`config.mk`:
```
export PLATFORM = sky130hd
export DESIGN_NAME = ptfe_queue
export DESIGN_NICKNAME = d
export VERILOG_FILES = /design/src/hdl/ptfe_pkg.sv /design/src/hdl/ptfe_queue.sv
export SDC_FILE = /design/constraint.sdc
export NUM_CORES = 1
export LEC_CHECK = 0
export BUFFER_PORTS_ARGS = -buffer_cell sky130_fd_sc_hd__buf_2
export CORE_AREA = 2 2 105 107
export CTS_CLUSTER_SIZE = 40
export DETAILED_ROUTE_END_ITERATION = 12
export DIE_AREA = 0 0 107 109
export MAX_ROUTING_LAYER = met4
export PLACE_DENSITY_LB_ADDON = 0.1
export SETUP_SLACK_MARGIN = 0.1
export SYNTH_ARGS = -nofsm -noshare
export SYNTH_HDL_FRONTEND = slang
export SYNTH_SLANG_ARGS = --single-unit
export TNS_END_PERCENT = 1
```
`constraint.sdc`:
```
create_clock -name clock -period 5.79 [get_ports clock]
set_clock_uncertainty 0.15 [all_clocks]
set_input_delay 1.158 -clock clock [delete_from_list [all_inputs] [get_ports clock]]
set_output_delay 1.158 -clock clock [all_outputs]
set_load 0.03 [all_outputs]
```
`src/hdl/ptfe_pkg.sv`:
```
package ptfe_pkg;

   // geometry
   localparam int COORD_BITS   = 12;
   localparam int MAX_VERTICES = 1024;
   localparam int CNT_BITS     = $clog2(MAX_VERTICES);
   localparam int DIFF_BITS    = COORD_BITS + 1;
   localparam int SQ_BITS      = 2 * COORD_BITS;
   localparam int NORM_BITS    = 2 * COORD_BITS + 1;
   localparam int PROD_BITS    = 2 * NORM_BITS;

   // field widths
   localparam int FIELD_BITS = 12;
   localparam int TAG_BITS   = 8;
   localparam int SEG_BITS   = 10;
   localparam int LEN_BITS   = 16;
   localparam int COS_BITS   = 7;

   // length: sqrt(400 * n) gives twice the length in tenths
   localparam int                LEN_SCALE_BITS = 9;
   localparam logic [8:0]        LEN_SCALE      = 9'd400;
   localparam int                RAD_BITS       = NORM_BITS + LEN_SCALE_BITS;
   localparam logic [LEN_BITS-1:0] LEN_MAX      = '1;

   // cosine: floor(4e8 * d^2 / (n1 * n2)) then a root
   localparam int          SCALE_BITS = 29;
   localparam logic [28:0] COS_SCALE  = 29'd400000000;
   localparam int          QUOT_BITS  = 29;
   localparam int          NUM_BITS   = PROD_BITS + SCALE_BITS;
   localparam int          DIV_CNT_BITS = $clog2(QUOT_BITS + 1);
   localparam int          HALF_BITS  = NORM_BITS;

   // shared root unit, even width
   localparam int SQRT_BITS = (RAD_BITS > QUOT_BITS + 1) ? RAD_BITS : QUOT_BITS + 1;
   localparam int ROOT_BITS = SQRT_BITS / 2;

   // rounding of the 1/10000 value to hundredths, x/100 as (x*5243)>>19
   localparam int           QH_BITS     = 14;
   localparam logic [13:0]  Q_HALF      = 14'd50;
   localparam int           RECIP_BITS  = 13;
   localparam logic [12:0]  RECIP_100   = 13'd5243;
   localparam int           RECIP_SHIFT = 19;

   typedef struct packed {
      logic signed [DIFF_BITS-1:0] dx;
      logic signed [DIFF_BITS-1:0] dy;
      logic signed [DIFF_BITS-1:0] ldx;
      logic signed [DIFF_BITS-1:0] ldy;
      logic                        emit;
      logic [SEG_BITS-1:0]         seg;
      logic [TAG_BITS-1:0]         tag;
   } ptfe_job_type;

   typedef enum logic [3:0] {
      BK_IDLE,
      BK_MUL,
      BK_SUM,
      BK_PROD,
      BK_SCALE,
      BK_LEN,
      BK_DIV,
      BK_ROOT,
      BK_ROUND,
      BK_OUT
   } ptfe_back_state_type;

endpackage

```
`src/hdl/ptfe_queue.sv`:
```
module ptfe_queue (
   input  logic                   clock,
   input  logic                   reset,
   input  logic                   push,
   input  ptfe_pkg::ptfe_job_type push_data,
   output logic                   full,
   input  logic                   pop,
   output logic                   pop_valid,
   output ptfe_pkg::ptfe_job_type pop_data
);

   ptfe_pkg::ptfe_job_type slot_ff [2];
   logic                   wr_ff, wr_in;
   logic                   rd_ff, rd_in;
   logic [1:0]             cnt_ff, cnt_in;

   // two-entry ring between front and back
   always_comb begin
      wr_in  = push ? ~wr_ff : wr_ff;
      rd_in  = pop ? ~rd_ff : rd_ff;
      cnt_in = cnt_ff;
      if (push && !pop) begin
         cnt_in = cnt_ff + 2'd1;
      end else if (!push && pop) begin
         cnt_in = cnt_ff - 2'd1;
      end
   end

   always_ff @(posedge clock) begin
      if (push) begin
         slot_ff[wr_ff] <= push_data;
      end
      if (reset) begin
         wr_ff  <= 1'b0;
         rd_ff  <= 1'b0;
         cnt_ff <= '0;
      end else begin
         wr_ff  <= wr_in;
         rd_ff  <= rd_in;
         cnt_ff <= cnt_in;
      end
   end

   assign full      = cnt_ff[1];
   assign pop_valid = cnt_ff != 2'd0;
   assign pop_data  = slot_ff[rd_ff];

endmodule

```
==> results_dict.tcl, run 1 <==
set metrics [dict create \
    status "completed" \
    hold_path.class "flop to flop" \
    drt-total-wl_mm 8.83 \
    syn_inst 242 \
    drc 0 \
    start_util_pct 50.5 \
    initialDrtViolationCount 102 \
    intPower_mw 1.98 \
    nets 477 \
    cts.path.max_buffers 2 \
    finalCritPeriodShare_pct 59.1 \
    cp.required_ps 4480 \
    die_height_um 109 \
    holdWs_ps 365 \
    synth_warnings 0 \
    dp_hpwl_mm 5.55 \
    power.share.clock_pct 38.6 \
    netlist_top_cells_area "edfxtp_1 80%, mux2_2 15%, dfxtp_1 1.9%" \
    drive_above_1_share_pct 61.1 \
    syn_area_um2 5350 \
    cts_buffers 17 \
    via_per_inst 4.85 \
    grt_start_max_net_pins 72 \
    numPortBuffers 147 \
    clk_pin_slew_worst_paths_ps 60 \
    ys_seq_area_share_pct 81.6 \
    finalCriticalPeriod_ps 3420 \
    switching_share_pct 23.5 \
    syn_to_final_growth_pct 26.4 \
    rsz0062_at_grt "no" \
    layout.cells.most_common "buf_2" \
    synth_top_area_cell "edfxtp_1" \
    antenna_left 0 \
    endpoint_kind "output port" \
    post-cts-setup-buffer-count 0 \
    whs_endpoint "cnt_ff[1]" \
    grt_first_pass_wirelength_mm 13.1 \
    cts_hold_buffers 0 \
    core_um2 10600 \
    cts_tree "built" \
    r2r_end "slot_ff[0][64]" \
    finalSetupTns_ps 0 \
    cts_sinks 147 \
    die_area_um2 11700 \
    yosysTopAreaCellShare_pct 79.7 \
    grtUsageTotal_pct 15.8 \
    cp-start-kind "flop" \
    min-delay-start "cnt_ff[1]" \
    final_cell_mix "147 x buf_2, 142 x edfxtp_1, 71 x mux2_2" \
    regToRegStartpoint "wr_ff" \
    slew_headroom_pct 34.3 \
    critPathKind "flop to output port" \
    gp_congestion 0.658 \
    hold_violations 0 \
    fmax_ghz 0.292 \
    routedWlPerCell_um 15.9 \
    postSynthRegisterBits 147 \
    syn_area_per_cell_um2 22.1 \
    cap_violations 0 \
    combPwrFrac_pct 12.2 \
    power_density_nw_per_um2 383 \
    hold_depth 2 \
    vias 2686 \
    insertion_delay_ps 500 \
    rrSetupSlack_ps 3560 \
    crit_arrival_ps 2110 \
    postLayoutCellArea_um2 6760 \
    switchingPower_uw 608 \
    place_area_um2 6200 \
    cpMaxStageDelayCell "dfxtp_4" \
    slew_viol_final 0 \
    die_w_um 107 \
    ys_types 16 \
    crit_chain "mux2_2 > buf_2" \
    grt_pass1_vias 2720 \
    r2r_cells 2 \
    antenna_found_initial 0 \
    row_count 38 \
    io-pin-count 148 \
    sequentialPowerShare_pct 49.2 \
    leakagePower_nw 2.55 \
    path_max_fanout 71 \
    grt_remaining_overflow 0 \
    dr.pass1.iters 4 \
    finalSetupViolCount 0 \
    syn_nets 318 \
    cts_resized 0 \
    ir_drop_mv 0.228 \
    slowest_delay_ps 970 \
    root_buffer "clkbuf_8" \
    h-tree-depth 4 \
    utilization_pct 63.8 \
    nFillCells 796 \
    diodes 0 \
    worst_pin_slew_ps 986 \
]
-- kinds of logic after synthesis --
kind of cell / after synthesis / synth area share [%]
buf+inv: 9 / 1.68
mux: 71 / 14.9
compound gates: 2 / 0.187
xor+xnor: 4 / 0.655
fa+ha+maj: 1 / 0.234
simple gates: 8 / 0.748
flops: 147 / 81.6
-- final cells by class --
| cell class | instances | area, um2 | share of cell area (%) |
|---|---|---|---|
| flip-flops and latches | 147 | 4370 | 64.6 |
| multi-input cells | 86 | 907 | 13.4 |
| repair buffers | 148 | 743 | 11.0 |
| clock buffers | 24 | 490 | 7.25 |
| well taps | 140 | 175 | 2.59 |
| clock inverters | 8 | 76.3 | 1.13 |
| inverters | 1 | 3.75 | 0.0555 |
-- how the worst max path moves through the flow --
stage / to / slack [ps]
global route: pop_data[67] / 2230
global placement: slot_ff[0][36] / 2510
CTS: pop_data[67] / 2300
finish: pop_data[7] / 2370
detailed placement: slot_ff[0][36] / 2540
floorplan: slot_ff[0][0] / 860
-- power groups by stage --
stage          logic (mW)  clock network, mW  registers [mW]
2_1_floorplan       0.241                  0            1.28
3_3_place_gp        0.317                  0            1.30
3_5_place_dp        0.320                  0            1.30
4_1_cts             0.321               1.02            1.28
5_1_grt             0.338               1.07            1.28
6_report            0.316              0.999            1.28
-- synthesized netlist by cell type --
cell type	instances
a21oi_1	1
buf_4	1
nor2_1	4
mux2_2	71
o21ai_0	1
edfxtp_1	142
and2_1	1
dfxtp_1	5
nor2b_1	1
or2_2	1
inv_1	1
xnor2_1	2
or3_1	1
buf_6	7
ha_1	1
xor2_1	2
-- per-stage QoR --
step | power [mW] | instances | setup WS, ps
6_report | 2.59 | 554 | 2370
5_1_grt | 2.69 | 554 | 2230
2_1_floorplan | 1.52 | 242 | 859
3_3_place_gp | 1.61 | 522 | 2510
4_1_cts | 2.62 | 554 | 2300
3_5_place_dp | 1.62 | 522 | 2540
-- worst max-delay path, delay by kind of cell, from the launching register on --
| kind | cells | cell delay [ps] |
|---|---|---|
| buf+inv | 1 | 180 |
| flops | 1 | 970 |
| mux | 1 | 420 |
-- layer usage --
layer	GRT usage, %	vias up	wire (um)
li1	-	1279	-
met2	25.5	95	4550
met5	-	-	0
met4	6.40	0	73
met1	18.6	1305	3650
met3	5.26	7	553
-- registers in the layout, indices dropped and copies added, names as in the netlist, named ones only --
register,cells
slot_ff,142
cnt_ff,2
wr_ff,1
rd_ff,1
No activity file was read; power rests on OpenSTA's default activity.
==> inputs of run 2 (changes only) <==
--- a/config.mk
+++ b/config.mk
@@ -5,11 +5,12 @@
 export SDC_FILE = /design/constraint.sdc
 export NUM_CORES = 1
 export LEC_CHECK = 0
+export ABC_AREA = 1
 export BUFFER_PORTS_ARGS = -buffer_cell sky130_fd_sc_hd__buf_2
-export CORE_AREA = 2 2 105 107
+export CORE_AREA = 2 2 108 110
 export CTS_CLUSTER_SIZE = 40
 export DETAILED_ROUTE_END_ITERATION = 12
-export DIE_AREA = 0 0 107 109
+export DIE_AREA = 0 0 110 112
 export MAX_ROUTING_LAYER = met4
 export PLACE_DENSITY_LB_ADDON = 0.1
 export SETUP_SLACK_MARGIN = 0.1
==> constraint.sdc (replaced) <==
create_clock -name clock -period 3.5 [get_ports clock]
set_clock_uncertainty 0.15 [all_clocks]
set_input_delay 0.7 -clock clock [delete_from_list [all_inputs] [get_ports clock]]
set_output_delay 0.7 -clock clock [all_outputs]
set_load 0.03 [all_outputs]
==> run 2 against run 1 <==
  * Clock power up 71%
  * Global-route usage up 0.83 points
  * Synthesized area up 6.5%
==> results_dict.tcl, run 2 <==
set metrics [dict create \
    status "completed" \
    cts_resized 0 \
    ys_types 16 \
    ys.flop_type "edfxtp_1" \
    core_um2 11200 \
    cpMaxStageDelayCell "dfxtp_4" \
    synth_warnings 0 \
    largest_registers "slot_ff: 142 flops, cnt_ff: 2 flops" \
    clk_pin_slew_worst_paths_ps 60 \
    gp_congestion 0.762 \
    multi_input_area_um2 1160 \
    grt_first_pass_wirelength_mm 14.2 \
    die_area_um2 12300 \
    crit_chain "buf_12 > mux2_2 > buf_2" \
    drive_above_1_share_pct 59.9 \
    holdWs_ps 324 \
    drc 0 \
    synth_top_area_cell "edfxtp_1" \
    initialDrtViolationCount 118 \
    crit_arrival_ps 1940 \
    postSynthRegisterBits 147 \
    hold_violations 0 \
    nFillCells 821 \
    cts_hold_buffers 0 \
    regMostFlops "slot_ff" \
    finalCriticalPeriod_ps 2790 \
    grt_pass1_vias 2781 \
    path_max_fanout 36 \
    cts_buffers 17 \
    drt-total-wl_mm 9.41 \
    cts_sinks 147 \
    syn_area_um2 5700 \
    critPathKind "flop to output port" \
    slowest_delay_ps 630 \
    synth-edff-count 142 \
    syn_inst 253 \
    leakagePower_nw 2.86 \
    netlist_top_cells_area "edfxtp_1 75%, mux2_4 18%, buf_12 2.5%" \
    antenna_found_initial 0 \
    cts_tree "built" \
    insertion_delay_ps 410 \
    yosysTopAreaCellShare_pct 74.8 \
    rsz0062_at_grt "no" \
    slew_headroom_pct 55.0 \
    ir_drop_mv 0.398 \
    row_count 39 \
    antenna_left 0 \
    via_per_inst 4.79 \
    worst_pin_slew_ps 674 \
    slew_viol_final 0 \
    dp_hpwl_mm 6.04 \
    finalSetupViolCount 0 \
    finalSetupTns_ps 0 \
    finalCritPeriodShare_pct 79.7 \
    syn_to_final_growth_pct 24.7 \
    start_util_pct 51.0 \
    yosysMostFrequentCell "edfxtp_1" \
    root_buffer "clkbuf_16" \
    seqCellArea_um2 4370 \
    power_density_nw_per_um2 614 \
    cp-start-kind "flop" \
    die_w_um 110 \
    grtUsageTotal_pct 16.7 \
    grt_remaining_overflow 0 \
    ys_async_sr_fraction_pct 0 \
    ys_seq_area_share_pct 76.6 \
    utilization_pct 63.6 \
    die_height_um 112 \
    h-tree-depth 4 \
    final_cell_mix "147 x buf_2, 142 x edfxtp_1, 70 x mux2_4" \
    grt_start_max_net_pins 39 \
    diodes 0 \
    vias 2742 \
    endpoint_kind "output port" \
    cp.required_ps 2650 \
    syn_area_per_cell_um2 22.5 \
    layout.cells.most_common "buf_2" \
    dr.pass1.iters 4 \
    post-cts-setup-buffer-count 0 \
    nets 492 \
    yosys-top-cells-count "142 x edfxtp_1, 70 x mux2_4, 9 x inv_1" \
    hold_path.class "input port to flop" \
    fmax_ghz 0.358 \
    cts.path.max_buffers 2 \
    syn_nets 329 \
    io-pin-count 148 \
    numPortBuffers 147 \
    largest_reg_flops 142 \
    cap_violations 0 \
    routedWlPerCell_um 16.5 \
]
==> run 2: cell families (layout without fill, tap and decap cells) <==
logic type,Yosys count,count (layout),share of synthesized area [%]
compound gates,2,2,0.175
xor+xnor,1,1,0.154
fa+ha+maj,1,1,0.219
buf+inv,17,193,3.25
flops,147,147,76.6
mux,71,71,18.6
simple gates,14,14,1.01
==> run 2: final timing paths <==
kind | slack, ps | endpoint | startpoint | cells after the start
worst max-delay path | 710 | pop_data[64] | flop | 3
worst min-delay path | 320 | slot_ff[1][11] | push_data[11] | 1
worst max register to register | 1690 | slot_ff[1][70] | wr_ff | 3
worst min register to register | 370 | flop | rd_ff | 2
==> run 2: power breakdown <==
part	switching, mW	internal (mW)
clock network	0.666	1.04
logic	0.344	0.240
registers	0.0374	2.04
total	1.05	3.32
==> run 2: layout make-up <==
type                            count  share of cell area, %
Clock buffer                       18                   6.04
Clock inverter                     14                   1.95
Inverter                            9                  0.493
Multi-Input combinational cell     89                   16.3
Sequential cell                   147                   61.5
Tap cell                          143                   2.52
Timing Repair Buffer              152                   11.2
==> run 2: routing by layer <==
layer	track usage [%]	up-vias	routed length [um]
met5	-	-	0
met4	6.08	0	106
met3	6.50	11	684
met2	25.3	96	4630
met1	20.2	1323	4000
li1	-	1312	-
==> run 2: critical path: cells and delay by family (launching register included) <==
family / cells / cell delay (ps)
DFF: 1 / 630
buffers and inverters: 2 / 520
muxes: 1 / 370
==> run 2: through the flow <==
step	worst slack [ps]	area, um2	instances	power, mW
floorplan	362	5700	253	2.56
global placement	1120	6540	540	2.69
detailed placement	1110	6540	540	2.70
CTS	667	7110	572	4.41
global route	608	7110	572	4.54
finish	709	7110	572	4.36
==> inputs of run 3 (changes only) <==
--- a/config.mk
+++ b/config.mk
@@ -5,12 +5,12 @@
 export SDC_FILE = /design/constraint.sdc
 export NUM_CORES = 1
 export LEC_CHECK = 0
-export ABC_AREA = 1
+export ABC_AREA = 0
 export BUFFER_PORTS_ARGS = -buffer_cell sky130_fd_sc_hd__buf_2
-export CORE_AREA = 2 2 108 110
+export CORE_AREA = 2 2 110 112
 export CTS_CLUSTER_SIZE = 40
 export DETAILED_ROUTE_END_ITERATION = 12
-export DIE_AREA = 0 0 110 112
+export DIE_AREA = 0 0 112 114
 export MAX_ROUTING_LAYER = met4
 export PLACE_DENSITY_LB_ADDON = 0.1
 export SETUP_SLACK_MARGIN = 0.1
==> constraint.sdc (replaced) <==
create_clock -name clock -period 2.3 [get_ports clock]
set_clock_uncertainty 0.15 [all_clocks]
set_input_delay 0.46 -clock clock [delete_from_list [all_inputs] [get_ports clock]]
set_output_delay 0.46 -clock clock [all_outputs]
set_load 0.03 [all_outputs]
==> run 3 against run 2 <==
  * Global-route usage fell by 1.2 points
  * First-iteration DRC count fell by 2.5%
  * Combinational power rose by 55%
  * Critical endpoint is now pop_data[54]
==> results_dict.tcl, run 3 (synthesis gave the netlist of run 1 again) <==
set metrics [dict create \
    insertion_delay_ps 410 \
    ir_drop_mv 0.507 \
    numPortBuffers 147 \
    antenna_found_initial 1 \
    whs_endpoint "slot_ff[1][44]" \
    grt_remaining_overflow 0 \
    dp_hpwl_mm 5.96 \
    finalCriticalPeriod_ps 2200 \
    core_um2 11700 \
    drt-total-wl_mm 9.65 \
    slew_viol_final 0 \
    cts.path.max_buffers 2 \
    clk_pin_slew_worst_paths_ps 60 \
    slowest_delay_ps 430 \
    grt_pass1_vias 2806 \
    io-pin-count 148 \
    fmax_ghz 0.456 \
    cts_hold_buffers 0 \
    regToRegStartpoint "wr_ff" \
    gp_congestion 0.710 \
    leakagePower_nw 2.64 \
    rrSetupSlack_ps 750 \
    crit_chain "clkbuf_16 > mux2_2 > buf_2" \
    root_buffer "clkbuf_16" \
    power_density_nw_per_um2 977 \
    r2r_cells 2 \
    layout.cells.most_common "buf_2" \
    crit_arrival_ps 1590 \
    slew_headroom_pct 78.1 \
    dr.pass1.iters 4 \
    cp-start-kind "flop" \
    largest_registers "slot_ff: 142 flops, cnt_ff: 2 flops" \
    die_height_um 114 \
    die_area_um2 12800 \
    initialDrtViolationCount 115 \
    syn_to_final_growth_pct 30.2 \
    drc 0 \
    status "completed" \
    cp.required_ps 1690 \
    cts_tree "built" \
    row_count 40 \
    regMostFlops "slot_ff" \
    vias 2746 \
    nets 485 \
    critPathKind "flop to output port" \
    grtUsageTotal_pct 15.5 \
    die_w_um 112 \
    cts_sinks 147 \
    routedWlPerCell_um 16.9 \
    start_util_pct 45.7 \
    min-delay-start "push_data[44]" \
    r2r_end "slot_ff[1][17]" \
    path_max_fanout 18 \
    cap_violations 0 \
    cts_buffers 17 \
    hold_violations 0 \
    h-tree-depth 4 \
    final_cell_mix "147 x buf_2, 142 x edfxtp_1, 71 x mux2_2" \
    finalSetupViolCount 0 \
    grt_first_pass_wirelength_mm 14.1 \
    largest_reg_flops 142 \
    drive_above_1_share_pct 61.4 \
    utilization_pct 59.5 \
    hold_depth 1 \
    rsz0062_at_grt "yes" \
    endpoint_kind "output port" \
    grt_start_max_net_pins 38 \
    via_per_inst 4.82 \
    finalCritPeriodShare_pct 95.4 \
    finalPower_mw 6.80 \
    worst_pin_slew_ps 328 \
    hold_path.class "input port to flop" \
    antenna_left 0 \
    cpMaxStageDelayCell "dfxtp_4" \
]
## run 3: cell types whose count changed in the layout (fill, tap and decap cells not counted), sizes merged, moves of 2 or more
cell      change
buf           +2
clkbuf        +2
clkinv        +2
clkinvlp      -3
inv           -8
nand2         -6
xor2          +2
## run 3: final cells by class
cell class,instances,area [um2]
fill,918,4740
sequential,147,4370
timing repair buffer,156,908
multi-input combinational,86,907
clock buffer,18,429
tap,147,184
clock inverter,14,164
inverter,1,3.75
antenna,1,2.50
## run 3: metal layers
| layer | wire, um | part of all wire (%) | vias up | GRT usage [%] |
|---|---|---|---|---|
| met2 | 5000 | 52 | 89 | 24.8 |
| li1 | - | - | 1295 | - |
| met1 | 3950 | 41 | 1346 | 17.6 |
| met5 | 0 | 0 | - | - |
| met3 | 530 | 5.5 | 16 | 5.21 |
| met4 | 165 | 1.7 | 0 | 7.80 |
## run 3: worst max-delay path by stage
stage,startpoint,end,slack (ps),cells after the start
5_1_grt,flop,pop_data[0],40,3
2_1_floorplan,push,slot_ff[1][0],-400,1
4_1_cts,flop,pop_data[0],70,3
3_3_place_gp,flop,pop_data[0],520,3
6_report,flop,pop_data[54],100,3
3_5_place_dp,flop,pop_data[0],530,3
## run 3: worst max-delay path: cells and delay by family (launching register included)
family,cells,cell delay [ps]
buffers and inverters,2,400
flip-flops,1,430
multiplexers,1,340
## run 3: through the flow
| stage | hold slack [ps] | area, um2 | setup slack, ps | cells | TNS (ps) |
|---|---|---|---|---|---|
| 2_1_floorplan | 330 | 5360 | -404 | 242 | -28710 |
| 3_3_place_gp | 337 | 6310 | 524 | 535 | 0 |
| 3_5_place_dp | 348 | 6310 | 526 | 535 | 0 |
| 4_1_cts | 58.1 | 6910 | 71.1 | 567 | 0 |
| 5_1_grt | 56.5 | 6970 | 39.4 | 570 | 0 |
| 6_report | 80.6 | 6970 | 105 | 570 | 0 |
## run 3: repair_timing
action                     CTS  global route
cloned                       0             2
buffers inserted             0             0
gates resized for setup      0             1
setup endpoints to repair    9            71
## run 3: power by group
part	switching, mW	total, mW	internal, mW
combinational	0.561	0.902	0.342
clock	1.04	2.74	1.70
sequential	0.0439	3.17	3.12
total	1.64	6.80	5.16
