==> config.mk <==
export PLATFORM = sky130hd
export DESIGN_NAME = ptfe_front_flat
export DESIGN_NICKNAME = d
export VERILOG_FILES = /design/src/hdl/ptfe_pkg.sv /design/src/hdl/ptfe_if.sv /design/src/hdl/ptfe_front.sv /design/src/flat_wrapper.sv
export SDC_FILE = /design/constraint.sdc
export NUM_CORES = 1
export LEC_CHECK = 0
export BUFFER_PORTS_ARGS = -buffer_cell sky130_fd_sc_hd__buf_2
export CAP_MARGIN = 20
export CORE_UTILIZATION = 45
export DETAILED_ROUTE_END_ITERATION = 8
export PLACE_DENSITY = 0.7
export RECOVER_POWER = 25
export SETUP_SLACK_MARGIN = 0.5
export SLEW_MARGIN = 20
export SYNTH_ARGS = -nofsm -noshare
export SYNTH_HDL_FRONTEND = slang
export SYNTH_SLANG_ARGS = --single-unit
==> constraint.sdc <==
create_clock -name clock -period 5.52 [get_ports clock]
set_input_delay 1.104 -clock clock [delete_from_list [all_inputs] [get_ports clock]]
set_output_delay 1.104 -clock clock [all_outputs]
set_load 0.01 [all_outputs]
==> src/hdl/ptfe_pkg.sv <==
package ptfe_pkg;

   // geometry
   localparam int COORD_BITS   = 12;
   localparam int MAX_VERTICES = 1024;
   localparam int CNT_BITS     = $clog2(MAX_VERTICES);
   localparam int DIFF_BITS    = COORD_BITS + 1;
   localparam int SQ_BITS      = 2 * COORD_BITS;
   localparam int NORM_BITS    = 2 * COORD_BITS + 1;
   localparam int PROD_BITS    = 2 * NORM_BITS;

   // field widths
   localparam int FIELD_BITS = 12;
   localparam int TAG_BITS   = 8;
   localparam int SEG_BITS   = 10;
   localparam int LEN_BITS   = 16;
   localparam int COS_BITS   = 7;

   // length: sqrt(400 * n) gives twice the length in tenths
   localparam int                LEN_SCALE_BITS = 9;
   localparam logic [8:0]        LEN_SCALE      = 9'd400;
   localparam int                RAD_BITS       = NORM_BITS + LEN_SCALE_BITS;
   localparam logic [LEN_BITS-1:0] LEN_MAX      = '1;

   // cosine: floor(4e8 * d^2 / (n1 * n2)) then a root
   localparam int          SCALE_BITS = 29;
   localparam logic [28:0] COS_SCALE  = 29'd400000000;
   localparam int          QUOT_BITS  = 29;
   localparam int          NUM_BITS   = PROD_BITS + SCALE_BITS;
   localparam int          DIV_CNT_BITS = $clog2(QUOT_BITS + 1);
   localparam int          HALF_BITS  = NORM_BITS;

   // shared root unit, even width
   localparam int SQRT_BITS = (RAD_BITS > QUOT_BITS + 1) ? RAD_BITS : QUOT_BITS + 1;
   localparam int ROOT_BITS = SQRT_BITS / 2;

   // rounding of the 1/10000 value to hundredths, x/100 as (x*5243)>>19
   localparam int           QH_BITS     = 14;
   localparam logic [13:0]  Q_HALF      = 14'd50;
   localparam int           RECIP_BITS  = 13;
   localparam logic [12:0]  RECIP_100   = 13'd5243;
   localparam int           RECIP_SHIFT = 19;

   typedef struct packed {
      logic signed [DIFF_BITS-1:0] dx;
      logic signed [DIFF_BITS-1:0] dy;
      logic signed [DIFF_BITS-1:0] ldx;
      logic signed [DIFF_BITS-1:0] ldy;
      logic                        emit;
      logic [SEG_BITS-1:0]         seg;
      logic [TAG_BITS-1:0]         tag;
   } ptfe_job_type;

   typedef enum logic [3:0] {
      BK_IDLE,
      BK_MUL,
      BK_SUM,
      BK_PROD,
      BK_SCALE,
      BK_LEN,
      BK_DIV,
      BK_ROOT,
      BK_ROUND,
      BK_OUT
   } ptfe_back_state_type;

endpackage

==> src/hdl/ptfe_if.sv <==
interface ptfe_req_if;
   logic                                valid;
   logic                                ready;
   logic [ptfe_pkg::FIELD_BITS-1:0]     vertex_x;
   logic [ptfe_pkg::FIELD_BITS-1:0]     vertex_y;
   logic                                start_contour;

   modport source (output valid, vertex_x, vertex_y, start_contour, input ready);
   modport sink   (input valid, vertex_x, vertex_y, start_contour, output ready);
endinterface


==> src/hdl/ptfe_front.sv <==
module ptfe_front (
   input  logic                            clock,
   input  logic                            reset,
   ptfe_req_if.sink                        req_port,
   input  logic [ptfe_pkg::TAG_BITS-1:0]   tag,
   input  logic                            queue_full,
   output logic                            push,
   output ptfe_pkg::ptfe_job_type          push_data
);

   logic [ptfe_pkg::COORD_BITS-1:0]        last_x_ff, last_y_ff;
   logic signed [ptfe_pkg::DIFF_BITS-1:0]  last_dx_ff, last_dy_ff;
   logic [ptfe_pkg::CNT_BITS-1:0]          cnt_ff, cnt_in;
   logic [ptfe_pkg::CNT_BITS-1:0]          cnt_eff;
   logic [ptfe_pkg::CNT_BITS-1:0]          seg_full;
   logic [ptfe_pkg::COORD_BITS-1:0]        x, y;
   logic signed [ptfe_pkg::DIFF_BITS-1:0]  dx, dy;
   logic                                   accept, has_seg;

   // classify the vertex and form the segment
   always_comb begin
      accept   = req_port.valid && !queue_full;
      x        = req_port.vertex_x[ptfe_pkg::COORD_BITS-1:0];
      y        = req_port.vertex_y[ptfe_pkg::COORD_BITS-1:0];
      cnt_eff  = req_port.start_contour ? '0 : cnt_ff;
      has_seg  = cnt_eff != '0;
      dx       = $signed({1'b0, x}) - $signed({1'b0, last_x_ff});
      dy       = $signed({1'b0, y}) - $signed({1'b0, last_y_ff});
      seg_full = cnt_eff - ptfe_pkg::CNT_BITS'(1);
      cnt_in   = (cnt_eff < ptfe_pkg::CNT_BITS'(ptfe_pkg::MAX_VERTICES - 1))
               ? cnt_eff + ptfe_pkg::CNT_BITS'(1) : cnt_eff;

      push           = accept && has_seg;
      push_data.dx   = dx;
      push_data.dy   = dy;
      push_data.ldx  = last_dx_ff;
      push_data.ldy  = last_dy_ff;
      push_data.emit = cnt_eff >= ptfe_pkg::CNT_BITS'(2);
      push_data.seg  = ptfe_pkg::SEG_BITS'(seg_full);
      push_data.tag  = tag;
   end

   // previous vertex and segment
   always_ff @(posedge clock) begin
      if (reset) begin
         last_x_ff  <= '0;
         last_y_ff  <= '0;
         last_dx_ff <= '0;
         last_dy_ff <= '0;
         cnt_ff     <= '0;
      end else if (accept) begin
         last_x_ff <= x;
         last_y_ff <= y;
         cnt_ff    <= cnt_in;
         if (has_seg) begin
            last_dx_ff <= dx;
            last_dy_ff <= dy;
         end
      end
   end

   assign req_port.ready = !queue_full;

endmodule

==> src/flat_wrapper.sv <==
// flat-port wrapper written by rule: the top's interface ports become plain ports
module ptfe_front_flat 
  (clock, reset, tag, queue_full, push, push_data, req_port_valid, req_port_vertex_x, req_port_vertex_y, req_port_start_contour, req_port_ready);
  ptfe_req_if req_port_i ();
  input  logic clock;
  input  logic reset;
  input  logic [ptfe_pkg::TAG_BITS-1:0] tag;
  input  logic queue_full;
  output logic push;
  output ptfe_pkg::ptfe_job_type push_data;
  input wire logic [$bits(req_port_i.valid)-1:0] req_port_valid;
  input wire logic [$bits(req_port_i.vertex_x)-1:0] req_port_vertex_x;
  input wire logic [$bits(req_port_i.vertex_y)-1:0] req_port_vertex_y;
  input wire logic [$bits(req_port_i.start_contour)-1:0] req_port_start_contour;
  output wire logic [$bits(req_port_i.ready)-1:0] req_port_ready;
  assign req_port_i.valid = req_port_valid;
  assign req_port_i.vertex_x = req_port_vertex_x;
  assign req_port_i.vertex_y = req_port_vertex_y;
  assign req_port_i.start_contour = req_port_start_contour;
  assign req_port_ready = req_port_i.ready;
  ptfe_front u_core (.clock(clock), .reset(reset), .req_port(req_port_i), .tag(tag), .queue_full(queue_full), .push(push), .push_data(push_data));
endmodule
==> impl.org, run 1 <==
** Outcome
- The run finished, with violations left.
- Violations in the final reports :: DRC, capacitance limit, slew limit

** CTS
- Clock-pin slew was measured on the worst setup and hold paths at about 60 ps.
- CTS built an H-tree with a depth of 3.
- Bufs on Longest Clock Path :: 2
- Clock latency reported for the late side of the worst-skew pair :: about 340 ps
- Clock tree synthesis selected as its root buffer the cell sky130_fd_sc_hd__clkbuf_8.
- TritonCTS built the clock tree.
- TritonCTS created 9 clock buffers.
- Number of post-CTS setup repair buffers :: 0
- For this design, the CTS-stage hold fixing added 0 buffers.
- Gates resized during post-CTS repair numbered 0.
- Clock tree synthesis found a total of 60 sinks.

** Pwr
- Of the total power, the share spent switching nets is 0.312.
- For this design the total switching power over the nets is around 0.34 mW.
- Clock share of power :: 0.331
- In this run the power density over the cells is ~230 nW/um2.
- The share of total power dissipated in combinational logic is 0.254.
- The analysis attributes to cell leakage a power of about 1.9 nW.
- Total power consumption of the routed design :: ~1.1 mW
- Total internal power :: about 0.75 mW
- VDD sags by at most 0.000115 V.
- The share of total power dissipated in sequential elements is 0.415.

** STA
- Final worst clock skew :: 13.5 ps
- Total count of max-transition violations in the final report :: 27
- Subtracting the final worst setup slack from the clock period gives approximately 4300 ps.
- Fmax :: roughly 230 MHz
- At the pin with the least slew margin, the transition time is about 2200 ps.
- Setup violations remaining at the end of the flow were counted as 0.
- After routing, the total negative slack on setup checks comes to 0 ps.
- Setup repair after global routing missed its margin :: no
- Measured against its own limit, the worst slew margin works out to -0.448.
- Dividing the final minimum period by the clock period gives 0.775.
- Final hold viol count :: 0

** GRT
- Entering global routing, the biggest net connects 45 pins.
- The number of global-route vias before repair was 3640.
- The total overflow left after global routing is 0.
- Number of antenna violations at the first check in global routing :: 0
- The first global-routing pass estimated approximately 17 mm of wire.
- Total routing usage reported by global routing :: 0.219

** Yosys
- The largest total area in the synthesized netlist belongs to sky130_fd_sc_hd__dfxtp_1.
- Net Count, Synth :: a little over 600
- Fraction of synthesis flops using an asynchronous set or reset pin :: 0
- Synthesized area per cell :: 7.61 um2
- Most area-consuming cells after synthesis :: sky130_fd_sc_hd__dfxtp_1, sky130_fd_sc_hd__ha_1, sky130_fd_sc_hd__nand2_1
- Leading post-synthesis cells by instance count :: sky130_fd_sc_hd__nand2_1, sky130_fd_sc_hd__dfxtp_1, sky130_fd_sc_hd__a21oi_1
- Synth unique cells :: 56
- Area fraction of the dominant cell type after synthesis :: 0.291
- Number of register bits inferred by synthesis :: 60
- Of the synthesized area, sequential elements account for 0.291.
- Post-synth design cell area :: ~4100 um2
- Most repeated cell in the gate-level netlist after synthesis :: sky130_fd_sc_hd__nand2_1
- Yosys Warn Count :: 0
- Main synth FF type :: sky130_fd_sc_hd__dfxtp_1
- In this run, synthesis inferred 0 flip-flops with an integrated enable.
- Number of cells produced by synthesis :: roughly 540

** Critical path
- Required time reported for the critical path endpoint :: between 4000 and 5000 ps
- Worst reg2reg startpoint :: u_core.cnt_ff[4]$_SDFFE_PP0P_
- Of all nets on the critical path, the largest fanout is 30.
- Crit path capture type :: output pin
- Arrival time worst endpoint :: 3170 ps
- R2r worst-path depth :: 6
- The critical path is of the primary input to output pin type.
- The endpoint identified for the worst register-to-register timing path is u_core.last_dx_ff[11]$_SDFFE_PP0P_.
- The worst setup path is launched from a primary input.
- Minimum setup slack among reg-to-reg paths :: 2570 ps

** Detailed routing
- The first routing iteration left 205 violations.
- Post-route DRC violation count :: 14
- Top sig layer :: met4
- Wire length on met3 :: around 610 um
- Count of nets left with antenna violations after detail routing :: 0
- Met1 wire length :: 4.92 mm
- In the final routed layout, each cell accounts on average for between 10 and 15 um.
- Vias per std cell :: approximately 5.5
- The routed layout has just under 4000 vias.
- The first TritonRoute pass finished after 6 iterations.
- Wire length after detailed routing :: between 10 and 15 mm
- In the detailed route, the total length drawn on met2 is between 4 and 5 mm.

** Worst hold path
- Launch point of the worst hold path :: u_core.last_x_ff[10]$_SDFFE_PP0P_
- For hold timing, the worst endpoint is u_core.last_x_ff[10]$_SDFFE_PP0P_.
- Hold Crit Depth :: 2
- Classification of the worst-slack hold path :: register to register

** Floorplanning
- The floorplan step defined a die boundary enclosing ~9500 um2.
- In this run the standard cell core region covers 8810 um2.
- Pin placement for this block handled 110 I/O pins.
- Die width :: about 100 um
- Starting Density :: 0.468
- Cell Rows :: 34
- The die is 97.7 um tall.

** Layout
- Compared with the post-synthesis result, the final layout area differs by 13.3%.
- Of the cells placed in the final design, the portion with a size suffix greater than 1 is 0.163.
- The number of antenna diodes in the final layout is 0.
- Layout filler cell count :: 893
- Number of nets in the final layout :: roughly 680

** Run
- Number of maximum-capacitance violations :: 1

** Placed design
- Final HPWL DP :: roughly 7.6 mm
- At the end of routability-driven placement, the weighted congestion stood at approximately 0.9.
- Buffers added on ports :: between 90 and 100
## layout make-up
class | instances | area [um2] | area share
Timing Repair Buffer | 95 | 452 | 0.0967
Multi-Input combinational cell | 402 | 2550 | 0.547
Clock inverter | 2 | 10.0 | 0.00214
Tap cell | 108 | 135 | 0.0289
Clock buffer | 12 | 165 | 0.0354
Sequential cell | 60 | 1200 | 0.257
Inverter | 41 | 154 | 0.0329
## cell usage in the layout, fill, tap and decap left out, drive strengths merged, types with 3 or more instances in the layout
cell type and count:
a211o 3, a211oi 6, a21boi 3, a21o 11, a21oi 55, and2 3, and3 5, buf 72
clkbuf 35, dfxtp 60, ha 28, inv 41, nand2 83, nand2b 5, nand3 15, nand3b 15
nor2 29, nor2b 13, nor3 10, nor3b 3, nor4 5, o2111a 3, o211ai 8, o21a 13
o21ai 20, o31ai 5, or2 3, or3 12, or4 6, xnor2 10, xor2 8
## worst max path at each step
stage | start | to | slack, ps | cells after the start
3_3_place_gp | req_port_start_contour | push | 1350 | 7
4_1_cts | req_port_start_contour | push | 1250 | 7
2_1_floorplan | req_port_start_contour | push_data[14] | 1410 | 9
3_5_place_dp | req_port_start_contour | push | 1260 | 7
5_1_grt | req_port_start_contour | push | 1070 | 7
6_report | req_port_start_contour | push | 1240 | 7
## cell families after synthesis
family / share of synthesized area
DFF: 0.291
and+or+nand+nor: 0.254
buffers and inverters: 0.0907
xor gates and xnor gates: 0.0382
adders and majority gates: 0.0947
AOI/OAI and AO/OA: 0.231
## worst max-delay path, cell delays in order
cell	delay, ps
sky130_fd_sc_hd__buf_2	150
sky130_fd_sc_hd__inv_1	330
sky130_fd_sc_hd__nand2_1	230
sky130_fd_sc_hd__ha_1	270
sky130_fd_sc_hd__a21o_2	380
sky130_fd_sc_hd__inv_2	470
sky130_fd_sc_hd__buf_2	230
## routing by layer
| metal | track usage | up-vias |
|---|---|---|
| met5 | 0 | - |
| met4 | 0.0839 | 0 |
| met3 | 0.0396 | 17 |
| met2 | 0.343 | 122 |
| met1 | 0.299 | 1820 |
| li1 | - | 2010 |
## metrics by stage
step / instances / util / hold WS, ps / setup slack, ps / cell area [um2]
4_1_cts: 720 / 0.534 / 458 / 1250 / 4700
5_1_grt: 720 / 0.530 / 482 / 1070 / 4670
6_report: 720 / 0.530 / 457 / 1240 / 4670
3_3_place_gp: 706 / 0.513 / 443 / 1350 / 4520
2_1_floorplan: 542 / - / 436 / 1410 / 4120
3_5_place_dp: 706 / 0.514 / 448 / 1260 / 4530
## power groups by stage
stage / registers, mW / logic [mW] / clock network (mW)
6_report: 0.452 / 0.277 / 0.361
5_1_grt: 0.453 / 0.306 / 0.391
4_1_cts: 0.452 / 0.278 / 0.372
3_5_place_dp: 0.462 / 0.276 / 0
3_3_place_gp: 0.461 / 0.271 / 0
2_1_floorplan: 0.462 / 0.193 / 0
## sequential cells by signal, summed over array words and instances (netlist names)
register / count
u_core.cnt_ff: 10
u_core.last_dx_ff: 13
u_core.last_dy_ff: 13
u_core.last_x_ff: 12
u_core.last_y_ff: 12
Note: power is estimated with default switching activity, not from simulation.
==> run 2: changes to the inputs <==
--- a/config.mk
+++ b/config.mk
@@ -9,7 +9,7 @@
 export CAP_MARGIN = 20
 export CORE_UTILIZATION = 45
 export DETAILED_ROUTE_END_ITERATION = 8
-export PLACE_DENSITY = 0.7
+export PLACE_DENSITY = 0.73
 export RECOVER_POWER = 25
 export SETUP_SLACK_MARGIN = 0.5
 export SLEW_MARGIN = 20
==> constraint.sdc (replaced) <==
create_clock -name clock -period 3.6 [get_ports clock]
set_input_delay 0.72 -clock clock [delete_from_list [all_inputs] [get_ports clock]]
set_output_delay 0.72 -clock clock [all_outputs]
set_load 0.01 [all_outputs]
==> run 2 against run 1 <==
The flow still finishes with violations (DRC, capacitance limit, slew limit). Sequential power grew 54%. Critical path depth grew 3. Setup slack lost 730 ps. Sequential cell count is the same. Critical path type unchanged. Largest cell class unchanged.
==> impl.org, run 2 (synthesized netlist as in run 1, its figures left out) <==
** Critical path
- Cell Chain, Critical Path :: buf_8, inv_4, ha_4, fa_2, nor2b_4, o2111ai_4, a21boi_2, nor2_2, xnor2_1, buf_2
- Delay contributed by the slowest stage of the critical path :: 420 ps (-50 ps)
- Minimum setup slack among reg-to-reg paths :: 1020 ps (-1550 ps)
- The maximum fanout count along the critical path was 3 (-90%).
- Type of element launching the critical path :: primary input
- Reg-to-Reg End :: u_core.last_dy_ff[9]$_SDFFE_PP0P_
- The data arrival at the endpoint of the critical path was 2370 ps (-800 ps).
- Crit path capture type :: output pin
- The cell count of the worst reg-to-reg path is 7 (+1).
- Worst path slowest cell :: sky130_fd_sc_hd__fa_2
- Required time reported for the critical path endpoint :: 2880 ps (-1540 ps)
- Worst reg2reg startpoint :: u_core.cnt_ff[4]$_SDFFE_PP0P_
- The critical path is of the primary input to output pin type.

** CTS
- TritonCTS built the clock tree.
- Clock transition at the registers of the reported paths :: 70 ps (about the same)
- The count of H-tree levels built during CTS is 3 (unchanged).
- Bufs on Longest Clock Path :: 2 (unchanged)
- Root buf cell :: sky130_fd_sc_hd__clkbuf_8
- # hold bufs at CTS :: 0 (unchanged)
- Number of buffers inserted during clock tree synthesis :: 9 (unchanged)
- The clock latency reported for the late side of the worst-skew pair came to 340 ps (about the same).
- Total number of clock tree sinks :: 60 (unchanged)

** Worst hold path
- Destination of the worst hold path :: u_core.last_dx_ff[3]$_SDFFE_PP0P_
- Hold Crit Depth :: 2 (unchanged)
- Classification of the worst-slack hold path :: register to register
- Launch point of the worst hold path :: u_core.last_dx_ff[3]$_SDFFE_PP0P_

** STA
- For this run, the top clock speed supported by timing is between 300 and 400 MHz.
- Slew of the pin with the lowest slew margin :: 1710 ps (-461 ps)
- Setup repair after global routing could not meet its margin everywhere.
- The smallest clock period supported by the final layout is computed as 3090 ps.
- The setup TNS after final layout came to 0 ps (unchanged).
- The worst slew margin relative to its limit is -0.138 (+0.310).
- In the finished design, the share of the clock period the worst path needs comes to 0.858.
- Final hold viol count :: 0 (unchanged)
- The worst clock skew came to 10.5 ps (-3.00 ps).
- Total count of max-transition violations in the final report :: 36 (+33%)
- Number of setup violations in the final report :: 0 (unchanged)

** Detailed routing
- Post-route DRC violation count :: 14 (unchanged)
- Number of detailed-route iterations in the first pass :: 7 (+1)
- Wire length after detailed routing :: 11.3 mm (+9.0%)
- Vias per std cell :: 5.61 (+1.8%)
- Count of nets left with antenna violations after detail routing :: 0 (unchanged)
- Starting DRT DRC Count :: 194 (-5.4%)
- The routed length per placed instance is 15.3 um (+6.2%).
- The total via count in the routed design came to 4148 (+4.5%).

** Floorplanning
- The height of the chip was 97.7 um (unchanged).
- The die span in x came to 97.7 um (unchanged).
- The number of top-level pins came to 110 (unchanged).
- Starting Density :: 0.468 (unchanged)
- The die footprint was 9550 um2 (unchanged).
- Standard cell core area :: 8810 um2 (unchanged)
- The count of standard-cell rows was 34 (unchanged).

** GRT
- The number of antenna violations at the first check in global routing came to 0 (unchanged).
- The number of global-route vias before repair came to 3753 (+3.1%).
- Total routing usage reported by global routing :: 0.224 (+0.00496)
- The wire length of the first global-routing pass was 17.4 mm (+1.7%).
- The maximum number of pins on one net before global-route repair was 36 (-20%).
- The remaining global-route overflow came to 0 (unchanged).

** Layout
- The largest registers in the layout are u_core.last_dx_ff (13), u_core.last_dy_ff (13).
- Relative to the synthesized area, the layout overhead comes to 26.1%.
- Most frequent cells in the layout :: sky130_fd_sc_hd__nand2_1, sky130_fd_sc_hd__buf_2, sky130_fd_sc_hd__dfxtp_1
- Number of antenna diodes :: 0 (unchanged)
- Fraction of layout instances using a drive strength above 1 :: 0.261 (+0.0981)
- Layout filler cell count :: 808 (-9.5%)
- The library cell used most frequently in the layout, excluding fill and tap cells, is sky130_fd_sc_hd__nand2_1.
- Number of nets in the final layout :: 693 (+2.5%)
- Final Cell Area :: 5200 um2 (+11%)

** Pwr
- Total power consumption of the routed design :: 1.92 mW (+76%)
- Power density of the placed cells :: 369 nW/um2 (+58%)
- The leakage power is 2.06 nW (+10%).
- The largest vdd supply drop came to 0.000201 V (+75%).

** Run
- The max-capacitance violation count came to 1 (unchanged).

** Outcome
- The flow ran to the end, but the final reports show violations.
- The checks that failed: DRC, capacitance limit, slew limit.

** Placed design
- Final HPWL DP :: 7.50 mm (-1.3%)
- The final estimated routing congestion in global placement came to 0.908 (+0.33%).
- The post-place instance area is 4570 um2 (+1.0%).
- The quantity of I/O buffers inserted on ports was 93 (unchanged).
[run 2: cell type report]
class,count,area [um2],share of cell area
Clock buffer,12,165,0.0318
Clock inverter,4,70.1,0.0135
Inverter,41,164,0.0315
Multi-Input combinational cell,403,2860,0.549
Sequential cell,60,1200,0.231
Tap cell,108,135,0.0260
Timing Repair Buffer,111,607,0.117
[run 2: metal layers]
metal	vias up	global-route usage	share of wire	wire length, um
met4	0	0.0711	0.016	176
met1	1957	0.291	0.46	5220
met2	118	0.366	0.47	5280
met3	17	0.0540	0.053	598
li1	2056	-	-	-
met5	-	0	0	0
[run 2: worst max-delay path, delay by kind of cell]
kind | cells | cell delay (ps)
xor+xnor | 1 | 190
compound gates | 2 | 400
simple gates | 2 | 220
fa+ha+maj | 2 | 580
buf+inv | 3 | 260
[run 2: repair_timing]
action,CTS,global route
pin swaps,10,19
endpoints found under the setup margin,13,15
gates resized for setup,28,43
buffers inserted,6,4
gates cloned,0,1
[run 2: how the worst max path moves through the flow]
stage                                      start             to  slack [ps]  cells past startpoint
after CTS                   req_port_vertex_x[0]  push_data[68]         480                     10
after detailed placement    req_port_vertex_x[0]  push_data[68]         200                     10
after floorplan           req_port_start_contour  push_data[14]         520                      9
after global placement      req_port_vertex_x[0]  push_data[68]         260                     10
after global routing        req_port_vertex_x[7]  push_data[69]         440                      8
final                       req_port_vertex_x[0]  push_data[68]         510                     10
[run 2: power by group]
group          switching [mW]  leakage, nW  internal, mW
Sequential             0.0117        0.487         0.682
Combinational           0.286         1.45         0.219
Clock                   0.275        0.122         0.444
Total                   0.572         2.06          1.35
[run 2: metrics by stage]
step	hold WS [ps]	utilization	worst slack [ps]	cells
after floorplan	436	-	516	542
after global placement	442	0.519	263	712
after detailed placement	443	0.519	196	712
after CTS	453	0.566	485	734
after global routing	473	0.590	438	739
final	455	0.590	510	739
==> run 3: changes to the inputs <==
--- a/config.mk
+++ b/config.mk
@@ -7,9 +7,9 @@
 export LEC_CHECK = 0
 export BUFFER_PORTS_ARGS = -buffer_cell sky130_fd_sc_hd__buf_2
 export CAP_MARGIN = 20
-export CORE_UTILIZATION = 45
+export CORE_UTILIZATION = 48
 export DETAILED_ROUTE_END_ITERATION = 8
-export PLACE_DENSITY = 0.73
+export PLACE_DENSITY = 0.77
 export RECOVER_POWER = 25
 export SETUP_SLACK_MARGIN = 0.5
 export SLEW_MARGIN = 20
==> constraint.sdc (replaced) <==
create_clock -name clock -period 3.6 [get_ports clock]
set_input_delay 0.72 -clock clock [delete_from_list [all_inputs] [get_ports clock]]
set_output_delay 0.72 -clock clock [all_outputs]
set_load 0.02 [all_outputs]
==> run 3 against run 2 <==
First-iteration DRC count is 22% higher. Non-clock buffer count up 7. The run ends with capacitance limit, slew limit left. Combinational power increased by 23%. Via count up 1.7%. Highest routed layer unchanged. Total power decreased by 0.57%. Worst hold slack worse by 1.2 ps. Wire length up 1.4%. Global-route usage rose by 2.5 points.
==> impl.org, run 3 (synthesized netlist as in run 1, its figures left out) <==
** Layout
- Fraction of layout instances using a drive strength above 1 :: 0.294 (+0.0321)
- The final layout net count was 699 (+0.87%).
- The largest registers in the layout are u_core.last_dx_ff (13), u_core.last_dy_ff (13).
- Layout area overhead :: 29.7%
- The final instance count without filler cells was 742 (+0.41%).
- The number of diodes added for antenna fixing came to 0 (unchanged).
- In the layout the commonest cells are sky130_fd_sc_hd__nand2_1, sky130_fd_sc_hd__buf_2, sky130_fd_sc_hd__dfxtp_1.
- Register area :: 1200 um2 (unchanged)
- The area used by multi-input combinational logic is 2960 um2 (+3.8%).
- Layout filler cell count :: 707 (-13%)
- Most common cell after layout, fill and taps aside :: sky130_fd_sc_hd__nand2_1

** Critical path
- The data arrival at the endpoint of the critical path is 2380 ps (about the same).
- The worst setup path is launched from a primary input.
- The most critical setup path has its startpoint at req_port_vertex_y[0].
- In this run the critical register-to-register path is launched from u_core.last_y_ff[0]$_SDFFE_PP0P_.
- The reg2reg setup slack was 740 ps (-280 ps).
- Required time reported for the critical path endpoint :: 2880 ps (about the same)
- Crit path kind :: primary input to output pin
- Delay contributed by the slowest stage of the critical path :: 350 ps (-70 ps)
- Cell Chain, Critical Path :: buf_8, inv_4, ha_4, fa_2, nor2b_2, o31a_1, o2111a_1, o21a_1, nor2_1, buf_2
- Peak fanout along the critical path :: 4 (+1)
- The largest individual stage delay along the critical path comes from the cell sky130_fd_sc_hd__fa_2.
- The worst setup path is captured at an output pin.
- Reg-to-Reg End :: u_core.last_dy_ff[12]$_SDFFE_PP0P_
- The cell count of the worst reg-to-reg path was 15 (+8).

** Floorplanning
- The die span in x came to 94.7 um (-3.1%).
- The initial cell density of the core is 0.499 (+0.0311).
- The die footprint came to 8960 um2 (-6.1%).
- I/O pins :: 110 (unchanged)
- The area of the core is 8260 um2 (-6.2%).
- The height of the chip came to 94.7 um (-3.1%).
- Cell Rows :: 33 (-2.9%)

** STA
- The part of the cycle the worst path needs is 0.860 (+0.00197).
- Final hold viol count :: 0 (unchanged)
- Fmax :: 323 MHz (-0.23%)
- The pin slew with the least headroom to its limit was 2330 ps (+621 ps).
- The worst slew margin relative to its limit came to -0.552 (-0.414).
- Accumulated negative setup slack :: 0 ps (unchanged)
- Total count of max-transition violations in the final report :: 58 (+61%)
- Setup repair after global routing could not meet its margin everywhere.
- Final worst clock skew :: 7.47 ps (-3.03 ps)
- Number of setup violations in the final report :: 0 (unchanged)
- The minimum clock period after layout was 3100 ps (+7.10 ps).

** Outcome
- The checks that failed: capacitance limit, slew limit.
- Outcome :: finished with violations

** Pwr
- Reported leakage power :: 2.11 nW (+2.1%)
- The power density normalized to cell area was 357 nW/um2 (-3.3%).
- Clock share of power :: 0.312 (-0.063)
- The largest vdd supply drop came to 0.000219 V (+9.1%).
- The internal cell power is 1.26 mW (-6.2%).
- The switching part of the total power is 0.338 (+0.0397).
- Share of total power in combinational logic :: 0.324 (+0.061)
- The switching power summed over all nets was 0.645 mW (+13%).
- Part of the power in registers :: 0.364 (+0.002)

** Worst hold path
- The startpoint identified for the worst hold timing path is u_core.last_dy_ff[2]$_SDFFE_PP0P_.
- Destination of the worst hold path :: u_core.last_dy_ff[2]$_SDFFE_PP0P_
- Hold Crit Depth :: 2 (unchanged)
- The tightest min-delay check is of the register to register type.

** Detailed routing
- The total detailed-routing wirelength is 11.4 mm (+1.4%).
- The ratio of routed vias to standard cells came to 5.68 (+1.3%).
- The total via count in the routed design was 4217 (+1.7%).
- The routed length per placed instance came to 15.4 um (+0.95%).
- Starting DRT DRC Count :: 237 (+22%)
- Post-route DRC violation count :: 0 (-14)
- Count of nets left with antenna violations after detail routing :: 0 (unchanged)
- The detailed-router iteration count before antenna repair came to 6 (-1).

** CTS
- The count of H-tree levels built during CTS is 3 (unchanged).
- TritonCTS built the clock tree.
- Total number of clock tree sinks :: 60 (unchanged)
- # hold bufs at CTS :: 0 (unchanged)
- In this run the clock root is driven by a sky130_fd_sc_hd__clkbuf_8.
- The clock-pin slew on the worst setup and hold paths was 70 ps (about the same).
- Bufs on Longest Clock Path :: 2 (unchanged)
- Clock latency reported for the late side of the worst-skew pair :: 340 ps (about the same)
- Number of buffers inserted during clock tree synthesis :: 9 (unchanged)

** GRT
- Congestion Overflow GR :: 0 (unchanged)
- The number of global-route vias before repair is 3852 (+2.6%).
- The number of antenna violations at the first check in global routing came to 0 (unchanged).
- Total routing usage reported by global routing :: 0.249 (+0.0247)
- Wire length of the first global-routing pass :: 17.7 mm (+1.7%)
- Largest net degree at the start of global routing :: 58 (+61%)

** Placed design
- The final HPWL from detailed placement was 7.25 mm (-3.3%).
- The number of placed instances, taps included was 707 (-0.70%).
- Buffers added on ports :: 93 (unchanged)
- Routability Congestion :: 0.955 (+5.2%)

** Run
- Number of maximum-capacitance violations :: 1 (unchanged)
-- run 3: cell types whose count changed in the layout (fill, tap and decap cells not counted), sizes merged --
cell / delta
clkbuf: -3
buf: +8
a21o: -1
bufinv: -1
clkinv: +3
-- run 3: per-layer routing --
layer,vias to the layer above,share of wire,track usage
met5,-,0,0
met4,0,0.021,0.102
met3,23,0.069,0.0451
met2,166,0.48,0.402
met1,1965,0.43,0.325
li1,2063,-,-
-- run 3: worst max-delay path, delay by kind of cell --
kind,cells,cell delay [ps]
adders and majority gates,2,510
buffers and inverters,3,270
AOI/OAI and AO/OA,3,690
and+or+nand+nor,2,200
-- run 3: final cells by class --
class | count | area share
clock buffers | 10 | 0.0239
clock inverters | 6 | 0.0103
inverters | 41 | 0.0311
multi-input cells | 402 | 0.554
flip-flops and latches | 60 | 0.225
well taps | 105 | 0.0246
repair buffers | 118 | 0.131
-- run 3: worst max-delay path by stage --
stage                                                   end  slack (ps)  cells past startpoint
after floorplan                               push_data[14]         500                      9
after global placement                        push_data[68]         230                     10
after detailed placement                      push_data[68]         180                     10
after CTS                                     push_data[68]         470                     10
after global routing      u_core.last_dx_ff[7]$_SDFFE_PP0P_         420                      5
final                                         push_data[55]         500                     10
-- run 3: power by group through the flow --
| stage | combinational (mW) | sequential (mW) | clock, mW |
|---|---|---|---|
| floorplan | 0.350 | 0.712 | 0 |
| global placement | 0.466 | 0.707 | 0 |
| detailed placement | 0.475 | 0.708 | 0 |
| CTS | 0.539 | 0.693 | 0.602 |
| global route | 0.665 | 0.696 | 0.632 |
| finish | 0.618 | 0.695 | 0.594 |
-- run 3: through the flow --
step	hold WS [ps]	area (um2)	utilization	power, mW	setup WS (ps)
5_1_grt	479	5350	0.647	1.99	424
6_report	454	5350	0.647	1.91	503
3_5_place_dp	443	4580	0.555	1.18	175
2_1_floorplan	436	4160	-	1.06	503
4_1_cts	453	5070	0.615	1.83	466
3_3_place_gp	441	4580	0.555	1.17	232
-- run 3: timing repair --
| item | 4_1_cts | 5_1_grt |
|---|---|---|
| resized for setup | 41 | 57 |
| pin swaps | 15 | 26 |
| buffers inserted | 15 | 4 |
| setup endpoints to repair | 13 | 16 |
